**src/sv/sce_pkg.sv**
```systemverilog
// ----------------------------------------------------------------------------
// sce_pkg: shared types and constants of the sponge cipher block encrypt
// State word type, datapath commands, result kinds, register indexes and the
// permutation round function.
// ----------------------------------------------------------------------------
`default_nettype none

package sce_pkg;

   localparam int WORD_W = 64;
   localparam int NWORDS = 5;
   localparam int CSR_IDX_W = 3;

   typedef logic [NWORDS-1:0][WORD_W-1:0] state_type;

   localparam logic [WORD_W-1:0] SCE_IV = 64'h80400c0600000000;

   localparam logic [3:0] RND_FIRST = 4'd0;
   localparam logic [3:0] RND_MSG   = 4'd6;
   localparam logic [3:0] RND_LAST  = 4'd11;

   localparam logic [1:0] KIND_CT   = 2'd0;
   localparam logic [1:0] KIND_TAG1 = 2'd1;
   localparam logic [1:0] KIND_TAG2 = 2'd2;

   localparam logic [CSR_IDX_W-1:0] CSR_KEY_HIGH   = 3'd0;
   localparam logic [CSR_IDX_W-1:0] CSR_KEY_LOW    = 3'd1;
   localparam logic [CSR_IDX_W-1:0] CSR_NONCE_HIGH = 3'd2;
   localparam logic [CSR_IDX_W-1:0] CSR_NONCE_LOW  = 3'd3;

   typedef enum logic [2:0] {
      OP_NONE,
      OP_LOAD,
      OP_ROUND,
      OP_ABSORB,
      OP_KEY12,
      OP_KEY34
   } op_type;

   typedef enum logic [1:0] {
      SEL_CT,
      SEL_W3,
      SEL_W4
   } out_sel_type;

   typedef struct packed {
      op_type      op;
      logic        use_port;
      logic        take_plain;
      logic [3:0]  rc_idx;
      logic        out_load;
      out_sel_type out_sel;
      logic [1:0]  out_kind;
      logic        out_run_end;
   } cmd_type;

   function automatic logic [WORD_W-1:0] rotr(input logic [WORD_W-1:0] x, input int n);
      return (x >> n) | (x << (WORD_W - n));
   endfunction

   // one permutation round: constant add, 5-bit s-box, linear diffusion
   function automatic state_type sce_round(input state_type s_in, input logic [3:0] idx);
      state_type s;
      state_type t;
      s = s_in;
      s[2] = s[2] ^ {56'd0, ~idx, idx};
      s[0] = s[0] ^ s[4];
      s[4] = s[4] ^ s[3];
      s[2] = s[2] ^ s[1];
      t[0] = ~s[0] & s[1];
      t[1] = ~s[1] & s[2];
      t[2] = ~s[2] & s[3];
      t[3] = ~s[3] & s[4];
      t[4] = ~s[4] & s[0];
      s[0] = s[0] ^ t[1];
      s[1] = s[1] ^ t[2];
      s[2] = s[2] ^ t[3];
      s[3] = s[3] ^ t[4];
      s[4] = s[4] ^ t[0];
      s[1] = s[1] ^ s[0];
      s[0] = s[0] ^ s[4];
      s[3] = s[3] ^ s[2];
      s[2] = ~s[2];
      s[0] = s[0] ^ rotr(s[0], 19) ^ rotr(s[0], 28);
      s[1] = s[1] ^ rotr(s[1], 61) ^ rotr(s[1], 39);
      s[2] = s[2] ^ rotr(s[2], 1) ^ rotr(s[2], 6);
      s[3] = s[3] ^ rotr(s[3], 10) ^ rotr(s[3], 17);
      s[4] = s[4] ^ rotr(s[4], 7) ^ rotr(s[4], 41);
      return s;
   endfunction

endpackage

`default_nettype wire

```
**src/sv/sce_chan_if.sv**
```systemverilog
// ----------------------------------------------------------------------------
// sce_chan_if: request and response channels
// Valid/ready channels carrying a plaintext beat in and a result beat out.
// ----------------------------------------------------------------------------
`default_nettype none

interface sce_req_if;
   logic        valid;
   logic        ready;
   logic [63:0] plain_word;
   logic        first_word;
   logic        final_word;

   modport source (output valid, plain_word, first_word, final_word, input ready);
   modport sink (input valid, plain_word, first_word, final_word, output ready);
endinterface

interface sce_rsp_if;
   logic        valid;
   logic        ready;
   logic [63:0] out_word;
   logic [1:0]  word_kind;
   logic        run_end;

   modport source (output valid, out_word, word_kind, run_end, input ready);
   modport sink (input valid, out_word, word_kind, run_end, output ready);
endinterface

`default_nettype wire

```
**src/sv/sce_ctrl.sv**
```systemverilog
// ----------------------------------------------------------------------------
// sce_ctrl: sequencer of the sponge cipher
// Runs initialization, absorb, message rounds, finalization and tag output,
// issuing one datapath command per cycle and tracking the result register.
// ----------------------------------------------------------------------------
`default_nettype none

module sce_ctrl
   import sce_pkg::*;
(
   input  wire     clock,
   input  wire     reset,
   input  wire     req_valid,
   output logic    req_ready,
   input  wire     req_first,
   input  wire     req_final,
   input  wire     rsp_ready,
   output logic    rsp_valid,
   output cmd_type cmd
);

   typedef enum logic [3:0] {
      ST_IDLE,
      ST_INIT,
      ST_INIT_KEY,
      ST_ABSORB,
      ST_MSG,
      ST_KEY12,
      ST_FIN,
      ST_FIN_KEY,
      ST_TAG1,
      ST_TAG2
   } st_type;

   st_type     st_ff, st_in;
   logic [3:0] rnd_ff, rnd_in;
   logic       final_ff, final_in;
   logic       out_valid_ff, out_valid_in;
   logic       out_free;
   logic       accept;

   assign out_free  = !out_valid_ff || rsp_ready;
   assign req_ready = (st_ff == ST_IDLE) && out_free;
   assign accept    = req_valid && req_ready;
   assign rsp_valid = out_valid_ff;

   always_comb begin
      st_in        = st_ff;
      rnd_in       = rnd_ff;
      final_in     = final_ff;
      out_valid_in = out_valid_ff && !rsp_ready;
      cmd.op          = OP_NONE;
      cmd.use_port    = 1'b0;
      cmd.take_plain  = 1'b0;
      cmd.rc_idx      = rnd_ff;
      cmd.out_load    = 1'b0;
      cmd.out_sel     = SEL_CT;
      cmd.out_kind    = KIND_CT;
      cmd.out_run_end = 1'b0;
      case (st_ff)
         ST_IDLE: begin
            if (accept) begin
               final_in       = req_final;
               cmd.take_plain = 1'b1;
               if (req_first) begin
                  cmd.op = OP_LOAD;
                  st_in  = ST_INIT;
                  rnd_in = RND_FIRST;
               end else begin
                  cmd.op          = OP_ABSORB;
                  cmd.use_port    = 1'b1;
                  cmd.out_load    = 1'b1;
                  cmd.out_run_end = !req_final;
                  out_valid_in    = 1'b1;
                  st_in           = ST_MSG;
                  rnd_in          = RND_MSG;
               end
            end
         end
         ST_INIT: begin
            cmd.op = OP_ROUND;
            rnd_in = rnd_ff + 4'd1;
            if (rnd_ff == RND_LAST) begin
               st_in = ST_INIT_KEY;
            end
         end
         ST_INIT_KEY: begin
            cmd.op = OP_KEY34;
            st_in  = ST_ABSORB;
         end
         ST_ABSORB: begin
            if (out_free) begin
               cmd.op          = OP_ABSORB;
               cmd.out_load    = 1'b1;
               cmd.out_run_end = !final_ff;
               out_valid_in    = 1'b1;
               st_in           = ST_MSG;
               rnd_in          = RND_MSG;
            end
         end
         ST_MSG: begin
            cmd.op = OP_ROUND;
            rnd_in = rnd_ff + 4'd1;
            if (rnd_ff == RND_LAST) begin
               st_in = final_ff ? ST_KEY12 : ST_IDLE;
            end
         end
         ST_KEY12: begin
            cmd.op = OP_KEY12;
            st_in  = ST_FIN;
            rnd_in = RND_FIRST;
         end
         ST_FIN: begin
            cmd.op = OP_ROUND;
            rnd_in = rnd_ff + 4'd1;
            if (rnd_ff == RND_LAST) begin
               st_in = ST_FIN_KEY;
            end
         end
         ST_FIN_KEY: begin
            cmd.op = OP_KEY34;
            st_in  = ST_TAG1;
         end
         ST_TAG1: begin
            if (out_free) begin
               cmd.out_load = 1'b1;
               cmd.out_sel  = SEL_W3;
               cmd.out_kind = KIND_TAG1;
               out_valid_in = 1'b1;
               st_in        = ST_TAG2;
            end
         end
         ST_TAG2: begin
            if (out_free) begin
               cmd.out_load    = 1'b1;
               cmd.out_sel     = SEL_W4;
               cmd.out_kind    = KIND_TAG2;
               cmd.out_run_end = 1'b1;
               out_valid_in    = 1'b1;
               st_in           = ST_IDLE;
            end
         end
         default: begin
            st_in = ST_IDLE;
         end
      endcase
   end

   always_ff @(posedge clock) begin
      if (reset) begin
         st_ff        <= ST_IDLE;
         rnd_ff       <= RND_FIRST;
         final_ff     <= 1'b0;
         out_valid_ff <= 1'b0;
      end else begin
         st_ff        <= st_in;
         rnd_ff       <= rnd_in;
         final_ff     <= final_in;
         out_valid_ff <= out_valid_in;
      end
   end

   a_load_when_free: assert property (@(posedge clock) disable iff (reset)
      cmd.out_load |-> out_free)
      else $error("result register overwritten while a beat is pending");

   a_round_range: assert property (@(posedge clock) disable iff (reset)
      (cmd.op == OP_ROUND) |-> (rnd_ff <= RND_LAST))
      else $error("round index out of range");

   a_tag2_follows: assert property (@(posedge clock) disable iff (reset)
      (st_ff == ST_TAG1 && out_free) |=> (st_ff == ST_TAG2 && out_valid_ff))
      else $error("second tag beat not sequenced after the first");

   a_first_loads: assert property (@(posedge clock) disable iff (reset)
      (accept && req_first) |=> (st_ff == ST_INIT && rnd_ff == RND_FIRST))
      else $error("initialization not started on a first beat");

endmodule

`default_nettype wire

```
**src/sv/sce_datapath.sv**
```systemverilog
// ----------------------------------------------------------------------------
// sce_datapath: sponge state, key/nonce registers and result register
// Executes one command per cycle: load, one round, absorb or key XOR.
// ----------------------------------------------------------------------------
`default_nettype none

module sce_datapath
   import sce_pkg::*;
(
   input  wire                   clock,
   input  wire                   reset,
   input  cmd_type               cmd,
   input  wire [WORD_W-1:0]      req_plain,
   input  wire                   csr_we,
   input  wire [CSR_IDX_W-1:0]   csr_index,
   input  wire [WORD_W-1:0]      csr_wdata,
   output logic [WORD_W-1:0]     rsp_word,
   output logic [1:0]            rsp_kind,
   output logic                  rsp_run_end
);

   state_type         sponge_ff, sponge_in;
   logic [WORD_W-1:0] key_high_ff, key_low_ff, nonce_high_ff, nonce_low_ff;
   logic [WORD_W-1:0] plain_ff;
   logic [WORD_W-1:0] plain_sel;
   logic [WORD_W-1:0] out_word_ff, out_word_in;
   logic [1:0]        out_kind_ff;
   logic              out_run_end_ff;

   assign plain_sel = cmd.use_port ? req_plain : plain_ff;

   always_comb begin
      sponge_in = sponge_ff;
      case (cmd.op)
         OP_LOAD: begin
            sponge_in[0] = SCE_IV;
            sponge_in[1] = key_high_ff;
            sponge_in[2] = key_low_ff;
            sponge_in[3] = nonce_high_ff;
            sponge_in[4] = nonce_low_ff;
         end
         OP_ROUND: begin
            sponge_in = sce_round(sponge_ff, cmd.rc_idx);
         end
         OP_ABSORB: begin
            sponge_in[0] = sponge_ff[0] ^ plain_sel;
         end
         OP_KEY12: begin
            sponge_in[1] = sponge_ff[1] ^ key_high_ff;
            sponge_in[2] = sponge_ff[2] ^ key_low_ff;
         end
         OP_KEY34: begin
            sponge_in[3] = sponge_ff[3] ^ key_high_ff;
            sponge_in[4] = sponge_ff[4] ^ key_low_ff;
         end
         default: begin
            sponge_in = sponge_ff;
         end
      endcase
   end

   always_comb begin
      case (cmd.out_sel)
         SEL_W3:  out_word_in = sponge_ff[3];
         SEL_W4:  out_word_in = sponge_ff[4];
         default: out_word_in = sponge_ff[0] ^ plain_sel;
      endcase
   end

   always_ff @(posedge clock) begin
      if (reset) begin
         sponge_ff     <= '0;
         key_high_ff   <= '0;
         key_low_ff    <= '0;
         nonce_high_ff <= '0;
         nonce_low_ff  <= '0;
      end else begin
         sponge_ff <= sponge_in;
         if (csr_we) begin
            case (csr_index)
               CSR_KEY_HIGH:   key_high_ff   <= csr_wdata;
               CSR_KEY_LOW:    key_low_ff    <= csr_wdata;
               CSR_NONCE_HIGH: nonce_high_ff <= csr_wdata;
               CSR_NONCE_LOW:  nonce_low_ff  <= csr_wdata;
               default: begin
               end
            endcase
         end
      end
   end

   always_ff @(posedge clock) begin
      if (cmd.take_plain) begin
         plain_ff <= req_plain;
      end
      if (cmd.out_load) begin
         out_word_ff    <= out_word_in;
         out_kind_ff    <= cmd.out_kind;
         out_run_end_ff <= cmd.out_run_end;
      end
   end

   assign rsp_word    = out_word_ff;
   assign rsp_kind    = out_kind_ff;
   assign rsp_run_end = out_run_end_ff;

endmodule

`default_nettype wire

```
**src/sv/sponge_cipher_block_encrypt_top.sv**
```systemverilog
// A plain beat's ciphertext is registered at accept and is valid in the cycle after;
// a first beat first runs the initialization rounds and key XOR, a final beat then
// the finalization rounds, key XOR and tag beats; a new beat is accepted only when idle.
// One permutation round per cycle through the single round unit.
// Reset: synchronous, active high; clears sponge state, key/nonce and control.
// ----------------------------------------------------------------------------
// sponge_cipher_block_encrypt_top: sponge cipher encryption engine
// Absorbs 64-bit plaintext beats, returns ciphertext beats and a two-beat tag.
// ----------------------------------------------------------------------------
`default_nettype none

module sponge_cipher_block_encrypt_top
   import sce_pkg::*;
(
   input  wire                 clock,
   input  wire                 reset,
   sce_req_if.sink             req_chan,
   sce_rsp_if.source           rsp_chan,
   input  wire                 csr_we,
   input  wire [CSR_IDX_W-1:0] csr_index,
   input  wire [WORD_W-1:0]    csr_wdata
);

   cmd_type cmd;

   sce_ctrl u_ctrl (
      .clock     (clock),
      .reset     (reset),
      .req_valid (req_chan.valid),
      .req_ready (req_chan.ready),
      .req_first (req_chan.first_word),
      .req_final (req_chan.final_word),
      .rsp_ready (rsp_chan.ready),
      .rsp_valid (rsp_chan.valid),
      .cmd       (cmd)
   );

   sce_datapath u_datapath (
      .clock       (clock),
      .reset       (reset),
      .cmd         (cmd),
      .req_plain   (req_chan.plain_word),
      .csr_we      (csr_we),
      .csr_index   (csr_index),
      .csr_wdata   (csr_wdata),
      .rsp_word    (rsp_chan.out_word),
      .rsp_kind    (rsp_chan.word_kind),
      .rsp_run_end (rsp_chan.run_end)
   );

endmodule

`default_nettype wire
```
**src/flat_wrapper.sv**
```systemverilog
// flat-port wrapper written by rule: the top's interface ports become plain ports
module sponge_cipher_block_encrypt_top_flat import sce_pkg::*;
  (clock, reset, csr_we, csr_index, csr_wdata, req_chan_valid, req_chan_plain_word, req_chan_first_word, req_chan_final_word, req_chan_ready, rsp_chan_valid, rsp_chan_out_word, rsp_chan_word_kind, rsp_chan_run_end, rsp_chan_ready);
  sce_req_if req_chan_i ();
  sce_rsp_if rsp_chan_i ();
  input  wire clock;
  input  wire reset;
  input  wire csr_we;
  input  wire [CSR_IDX_W-1:0] csr_index;
  input  wire [WORD_W-1:0] csr_wdata;
  input wire logic [$bits(req_chan_i.valid)-1:0] req_chan_valid;
  input wire logic [$bits(req_chan_i.plain_word)-1:0] req_chan_plain_word;
  input wire logic [$bits(req_chan_i.first_word)-1:0] req_chan_first_word;
  input wire logic [$bits(req_chan_i.final_word)-1:0] req_chan_final_word;
  output wire logic [$bits(req_chan_i.ready)-1:0] req_chan_ready;
  output wire logic [$bits(rsp_chan_i.valid)-1:0] rsp_chan_valid;
  output wire logic [$bits(rsp_chan_i.out_word)-1:0] rsp_chan_out_word;
  output wire logic [$bits(rsp_chan_i.word_kind)-1:0] rsp_chan_word_kind;
  output wire logic [$bits(rsp_chan_i.run_end)-1:0] rsp_chan_run_end;
  input wire logic [$bits(rsp_chan_i.ready)-1:0] rsp_chan_ready;
  assign req_chan_i.valid = req_chan_valid;
  assign req_chan_i.plain_word = req_chan_plain_word;
  assign req_chan_i.first_word = req_chan_first_word;
  assign req_chan_i.final_word = req_chan_final_word;
  assign req_chan_ready = req_chan_i.ready;
  assign rsp_chan_valid = rsp_chan_i.valid;
  assign rsp_chan_out_word = rsp_chan_i.out_word;
  assign rsp_chan_word_kind = rsp_chan_i.word_kind;
  assign rsp_chan_run_end = rsp_chan_i.run_end;
  assign rsp_chan_i.ready = rsp_chan_ready;
  sponge_cipher_block_encrypt_top u_core (.clock(clock), .reset(reset), .req_chan(req_chan_i), .rsp_chan(rsp_chan_i), .csr_we(csr_we), .csr_index(csr_index), .csr_wdata(csr_wdata));
endmodule
```
**config.mk**
```make
export PLATFORM = sky130hd
export DESIGN_NAME = sponge_cipher_block_encrypt_top_flat
export DESIGN_NICKNAME = d
export VERILOG_FILES = /design/src/sv/sce_pkg.sv /design/src/sv/sce_chan_if.sv /design/src/sv/sce_ctrl.sv /design/src/sv/sce_datapath.sv /design/src/sv/sponge_cipher_block_encrypt_top.sv /design/src/flat_wrapper.sv
export SDC_FILE = /design/constraint.sdc
export NUM_CORES = 2
export LEC_CHECK = 0
export ABC_AREA = 1
export BUFFER_PORTS_ARGS = -buffer_cell sky130_fd_sc_hd__buf_2
export CELL_PAD_IN_SITES_DETAIL_PLACEMENT = 1
export CELL_PAD_IN_SITES_GLOBAL_PLACEMENT = 2
export CORE_MARGIN = 1
export CORE_UTILIZATION = 35
export CTS_CLUSTER_SIZE = 20
export DETAILED_ROUTE_END_ITERATION = 10
export PLACE_DENSITY = 0.85
export SYNTH_ARGS = -nofsm -noshare
export SYNTH_HDL_FRONTEND = slang
export SYNTH_HIERARCHICAL = 1
export SYNTH_SLANG_ARGS = --single-unit
```
**constraint.sdc**
```tcl
create_clock -name clock -period 7.1 [get_ports clock]
set_input_delay 0.71 -clock clock [delete_from_list [all_inputs] [get_ports clock]]
set_output_delay 0.71 -clock clock [all_outputs]
set_load 0.03 [all_outputs]
```
# [After elaboration in Yosys (flattened, before gate mapping)]
# Index checks and enable logic that the tools add are counted.
[totals] wordCells=157 input_bits=138 output_inout_bits=69 reg_bits=717
[op_classes] add_sub_neg=1 muxes=39 n_eq_ne=27 reduce_logical=24 n_bitwise=49
[ops] cell="$xor 64x64->64" n=26
[ops] cell="$pmux 128 s3" n=2
[ops] cell="$not 64->64" n=6
[ops] cell="$and 64x64->64" n=5
[ops] cell="$pmux 64 s3" n=1
[ops] cell="$pmux 64 s2" n=1
[ops] cell="$mux 64" n=1
[ops] cell="$or 23x64->64" n=1
[ops] cell="$or 25x64->64" n=1
[ops] cell="$or 3x64->64" n=1
[ops] cell="$or 36x64->64" n=1
[ops] cell="$or 45x64->64" n=1
[ops] cell="$or 47x64->64" n=1
[ops] cell="$or 54x64->64" n=1
[ops] cell="$or 57x64->64" n=1
[ops] cell="$or 58x64->64" n=1
[ops] cell="$or 63x64->64" n=1
[ops] cell="$xor 64x8->64" n=1
[ops] cell="$pmux 4 s10" n=1
[ops] cell="$mux 4" n=9
[ops] cell="$eq 4x3->1 const B" n=4
[ops] cell="$pmux 4 s4" n=1
[ops] cell="$pmux 3 s5" n=1
[ops] cell="$ne 2x2->1 const B" n=7
[ops] cell="31 further kinds" n=64

# [Depth between registers and ports, before layout]
[depth] depth_word=11 ltp_mapped=18 depth_no_buf=16

# [Hierarchy]
# Netlist, hierarchy kept.
[by_module_without_submodules] module="sce_datapath" n_inst=1 cells_each=7927 area_per_inst_um2=51669.6
[by_module_without_submodules] module="sce_ctrl" n_inst=1 cells_each=135 area_per_inst_um2=852.1

# [Least setup slack after synthesis]
# No wires, ideal clock.
[synth_path] path_type="input -> register" start="input req_chan_first_word" end="register u_core.u_datapath.out_kind_ff[0] (netlist: u_core/u_datapath/rsp_kind[0]), enable pin" arrival_time_ns=3.849 path_slack_ns=2.758 stages=5 n_path_buf=0 cell_sequence="inv_1 -> nand2_1 -> o21bai_1 -> inv_1 -> nor2_1"
[synth_rtl] item="from (decl)" line_no="flat_wrapper.sv:13" text="input wire logic [$bits(req_chan_i.first_word)-1:0] req_chan_first_word;"
[synth_rtl] item="to (signal assigned)" line_no="sce_datapath.sv:98" text="out_kind_ff <= cmd.out_kind;"
[synth_rtl] item="to (decl)" line_no="sce_datapath.sv:27" text="logic [1:0] out_kind_ff;"

==> flow_metrics.py <==
metrics = {
    "logic_synthesis": {
        "yosysSeqAreaShare": 0.298,
        "synth_nets": 8331,
        "synthArstFlopShare": 0,
        "yosys_register_bits": 717,
        "synth.distinct_cells": 41,
        "synthCells": 8062,
        "syn_area_mm2": 0.0525,
        "ys.flop_type": "dfxtp_1",
        "yosys_warnings": 6,
        "syn_avg_cell_area_um2": 6.51,
        "synth-edff-count": 131,
    },
    "cts": {
        "clkSinkCount": 717,
        "postCtsSetupBuffers": 0,
        "cts.hold.buffers_added": 0,
        "clk_pin_slew_worst_paths_ps": 60,
        "htreeDepth": 3,
        "numCtsBuffers": 91,
        "cts.path.max_buffers": 3,
        "cts_root_buf": "clkbuf_16",
        "insertion_delay_ps": 760,
        "cts_resized": 0,
        "cts_tree": "built",
    },
    "timing": {
        "final_hold_viol_count": 0,
        "setup_viol": 0,
        "finalMaxSlewViolations": 0,
        "setup_tns_ps": 0,
        "fin_skew_ps": 54.8,
        "slew_headroom": 0.0226,
        "grt_setup_unrepaired": "false",
        "layout_min_cycle_time_ps": 4380,
        "hold_ws_ps": 149,
        "fmax_mhz": 228,
        "post-route-period-util": 0.617,
        "worst_slew_pin_slew_ps": 1460,
    },
    "grt": {
        "grt.total_usage": 0.414,
        "gr-total-overflow": 0,
        "grt_max_degree": 155,
        "grt_pass1_wl_um": 442000,
        "grt_pass1_vias": 57100,
        "antenna_found_initial": 48,
    },
    "worst_setup_path": {
        "critical_path.max_fanout": 130,
        "startpoint_type": "register",
        "slowest_stage": "nor3_4",
        "r2r-start": "u_core/u_ctrl/st_ff[0]$_SDFFE_PP0P_",
        "critPathKind": "register to register",
        "path_cells": "nor2_2 -> nand2_2 -> nor2_4 -> nand2_2 -> nor2_4 -> inv_2 -> nand3_1 -> inv_1 -> nor3_4 -> inv_2 -> o21ai_1 -> inv_2 -> nand2_4 -> buf_12 -> o221a_2 -> a21oi_1",
        "crit_arrival_ps": 4970,
        "crit_family": "simple AND/OR/NAND/NOR gates",
        "endpoint_kind": "register",
        "setup.worst_path.start": "u_core/u_ctrl/st_ff[0]$_SDFFE_PP0P_",
        "cpPeakStageDelay_ps": 430,
        "worstPathRequired_ps": 7690,
        "crit_top_cell": "inv_2",
        "path_buf_inv": 5,
    },
    "worst_hold_path": {
        "min_from": "req_chan_plain_word[12]",
        "hold_path_class": "primary input to register",
    },
    "route": {
        "via_count": 60300,
        "wl_per_cell_um": 31.6,
        "drtAntennaViolNets": 0,
        "vias_per_cell": 5.89,
        "wl_um": 324000,
        "first_iter_violations": 6109,
        "firstDrtPassIters": 6,
        "drc_errors": 0,
    },
    "cells_and_area": {
        "layout.nets": 8415,
        "fin_cells": 10200,
        "fill_cells": 19200,
        "drive_above_1_share": 0.0809,
        "syn2layout_area_growth_pct": 12.6,
        "finish.utilization": 0.399,
    },
    "floorplanning": {
        "core_area_mm2": 0.148,
        "initial_utilization": 0.354,
        "ioPinCount": 207,
        "rows": 141,
        "die_w_um": 389,
        "die_h_um": 389,
        "dieArea_mm2": 0.152,
    },
    "placed_design": {
        "place.gp.congestion": 1.08,
        "place_inst": 10100,
        "port_buffers": 206,
        "hpwl_um": 256000,
    },
    "flow_run": {
        "maxCapViolations": 0,
    },
    "run_status": {
        "status": "finished clean",
    },
}
-- sequential cells by signal, indices dropped and copies added, names as in the netlist --
signal                           count
u_core/u_datapath/sponge_ff        320
u_core/u_datapath/key_high_ff       64
u_core/u_datapath/key_low_ff        64
u_core/u_datapath/nonce_high_ff     64
u_core/u_datapath/nonce_low_ff      64
u_core/u_datapath/plain_ff          64
u_core/u_datapath/rsp_word          64
u_core/u_ctrl/rnd_ff                 4
u_core/u_ctrl/st_ff                  4
u_core/u_datapath/rsp_kind           2
u_core/u_ctrl/final_ff               1
u_core/u_ctrl/rsp_valid              1
u_core/u_datapath/rsp_run_end        1
-- per-layer routing --
metal / share of wire / global-route usage
met2: 0.43 / 0.633
met3: 0.079 / 0.0864
met1: 0.42 / 0.538
met5: 0.00096 / 0
met4: 0.065 / 0.236
-- worst paths after layout --
check                                                                  endpoint  slack, ps  cells after the start
worst max-delay path              u_core/u_datapath/sponge_ff[293]$_SDFFE_PP0P_       2720                     16
worst min-delay path                   u_core/u_datapath/plain_ff[12]$_DFFE_PP_        150                      1
worst max register to register    u_core/u_datapath/sponge_ff[293]$_SDFFE_PP0P_       2720                     16
worst min register to register  u_core/u_datapath/nonce_low_ff[10]$_SDFFE_PP0P_        460                      2
-- cells in the final DEF, fill, tap and decap left out, drive strengths merged --
master    instances
nand2          2778
inv             780
o21ai           765
nand3           680
dfxtp           586
a21oi           582
xor2            334
buf             310
xnor2           195
nor2            171
ha              131
edfxtp          131
clkbuf          126
o221a           125
nand4            98
o22ai            67
mux2i            64
a211oi           64
a41oi            62
a21boi           58
nand3b           32
or2              32
clkinv           30
bufinv           13
diode            11
nor3              4
clkinvlp          3
a31oi             2
a22oi             1
o21bai            1
-- cell type report --
type | count | area, µm² | share of cell area
multi-input cells | 6246 | 32800 | 0.554
flip-flops and latches | 717 | 15700 | 0.265
inverters | 780 | 2950 | 0.0498
clock buffers | 126 | 2580 | 0.0437
well taps | 2002 | 2500 | 0.0424
repair buffers | 310 | 1990 | 0.0336
clock inverters | 46 | 657 | 0.0111
diodes | 11 | 27.5 | 0.000465
-- cells in the mapped netlist (2+ instances only) --
cell / count / area share
nand2_1: 2769 / 0.20
inv_1: 764 / 0.055
o21ai_0: 699 / 0.067
nand3_1: 677 / 0.065
dfxtp_1: 586 / 0.22
a21oi_1: 581 / 0.055
xor2_1: 334 / 0.056
clkbuf_1: 243 / 0.017
xnor2_1: 195 / 0.033
nor2_1: 164 / 0.012
edfxtp_1: 131 / 0.075
ha_1: 131 / 0.031
o221a_2: 125 / 0.027
nand4_1: 98 / 0.012
o22ai_1: 67 / 0.0080
o21ai_1: 65 / 0.0062
a211oi_1: 64 / 0.0091
mux2i_1: 64 / 0.012
a41oi_1: 62 / 0.010
a21boi_0: 58 / 0.0083
buf_2: 46 / 0.0044
nand3b_1: 32 / 0.0046
or2_2: 32 / 0.0038
buf_1: 20 / 0.0014
inv_2: 13 / 0.00093
buf_4: 10 / 0.0014
nand2_2: 7 / 0.00083
nor2_2: 4 / 0.00048
nor2_4: 3 / 0.00064
nor3_1: 3 / 0.00029
a31oi_1: 2 / 0.00024
clkinv_1: 2 / 0.00014
nand2_4: 2 / 0.00043
nand3_4: 2 / 0.00067
-- kinds of logic (layout without fill, tap and decap cells) --
logic type,count (synthesis),in the layout,share of synthesized area
other,0,11,0
XOR/XNOR,529,529,0.0882
AND/OR/NAND/NOR,3795,3795,0.298
buffers and inverters,1099,1262,0.0804
flip-flops,717,717,0.298
AO/OA/AOI/OAI,1727,1727,0.192
multiplexers,64,64,0.0122
adder cells (fa/ha/maj),131,131,0.0312
-- metrics by stage --
stage,instance area (µm²),setup WS [ps]
5_1_grt,59100,2530
2_1_floorplan,52500,2760
6_report,59100,2720
4_1_cts,59100,2810
3_3_place_gp,55900,2460
3_5_place_dp,55900,2450
Power is left out: the tool's default activity adds up to more than one toggle a clock period on the data nets, which glitch-free logic cannot reach.
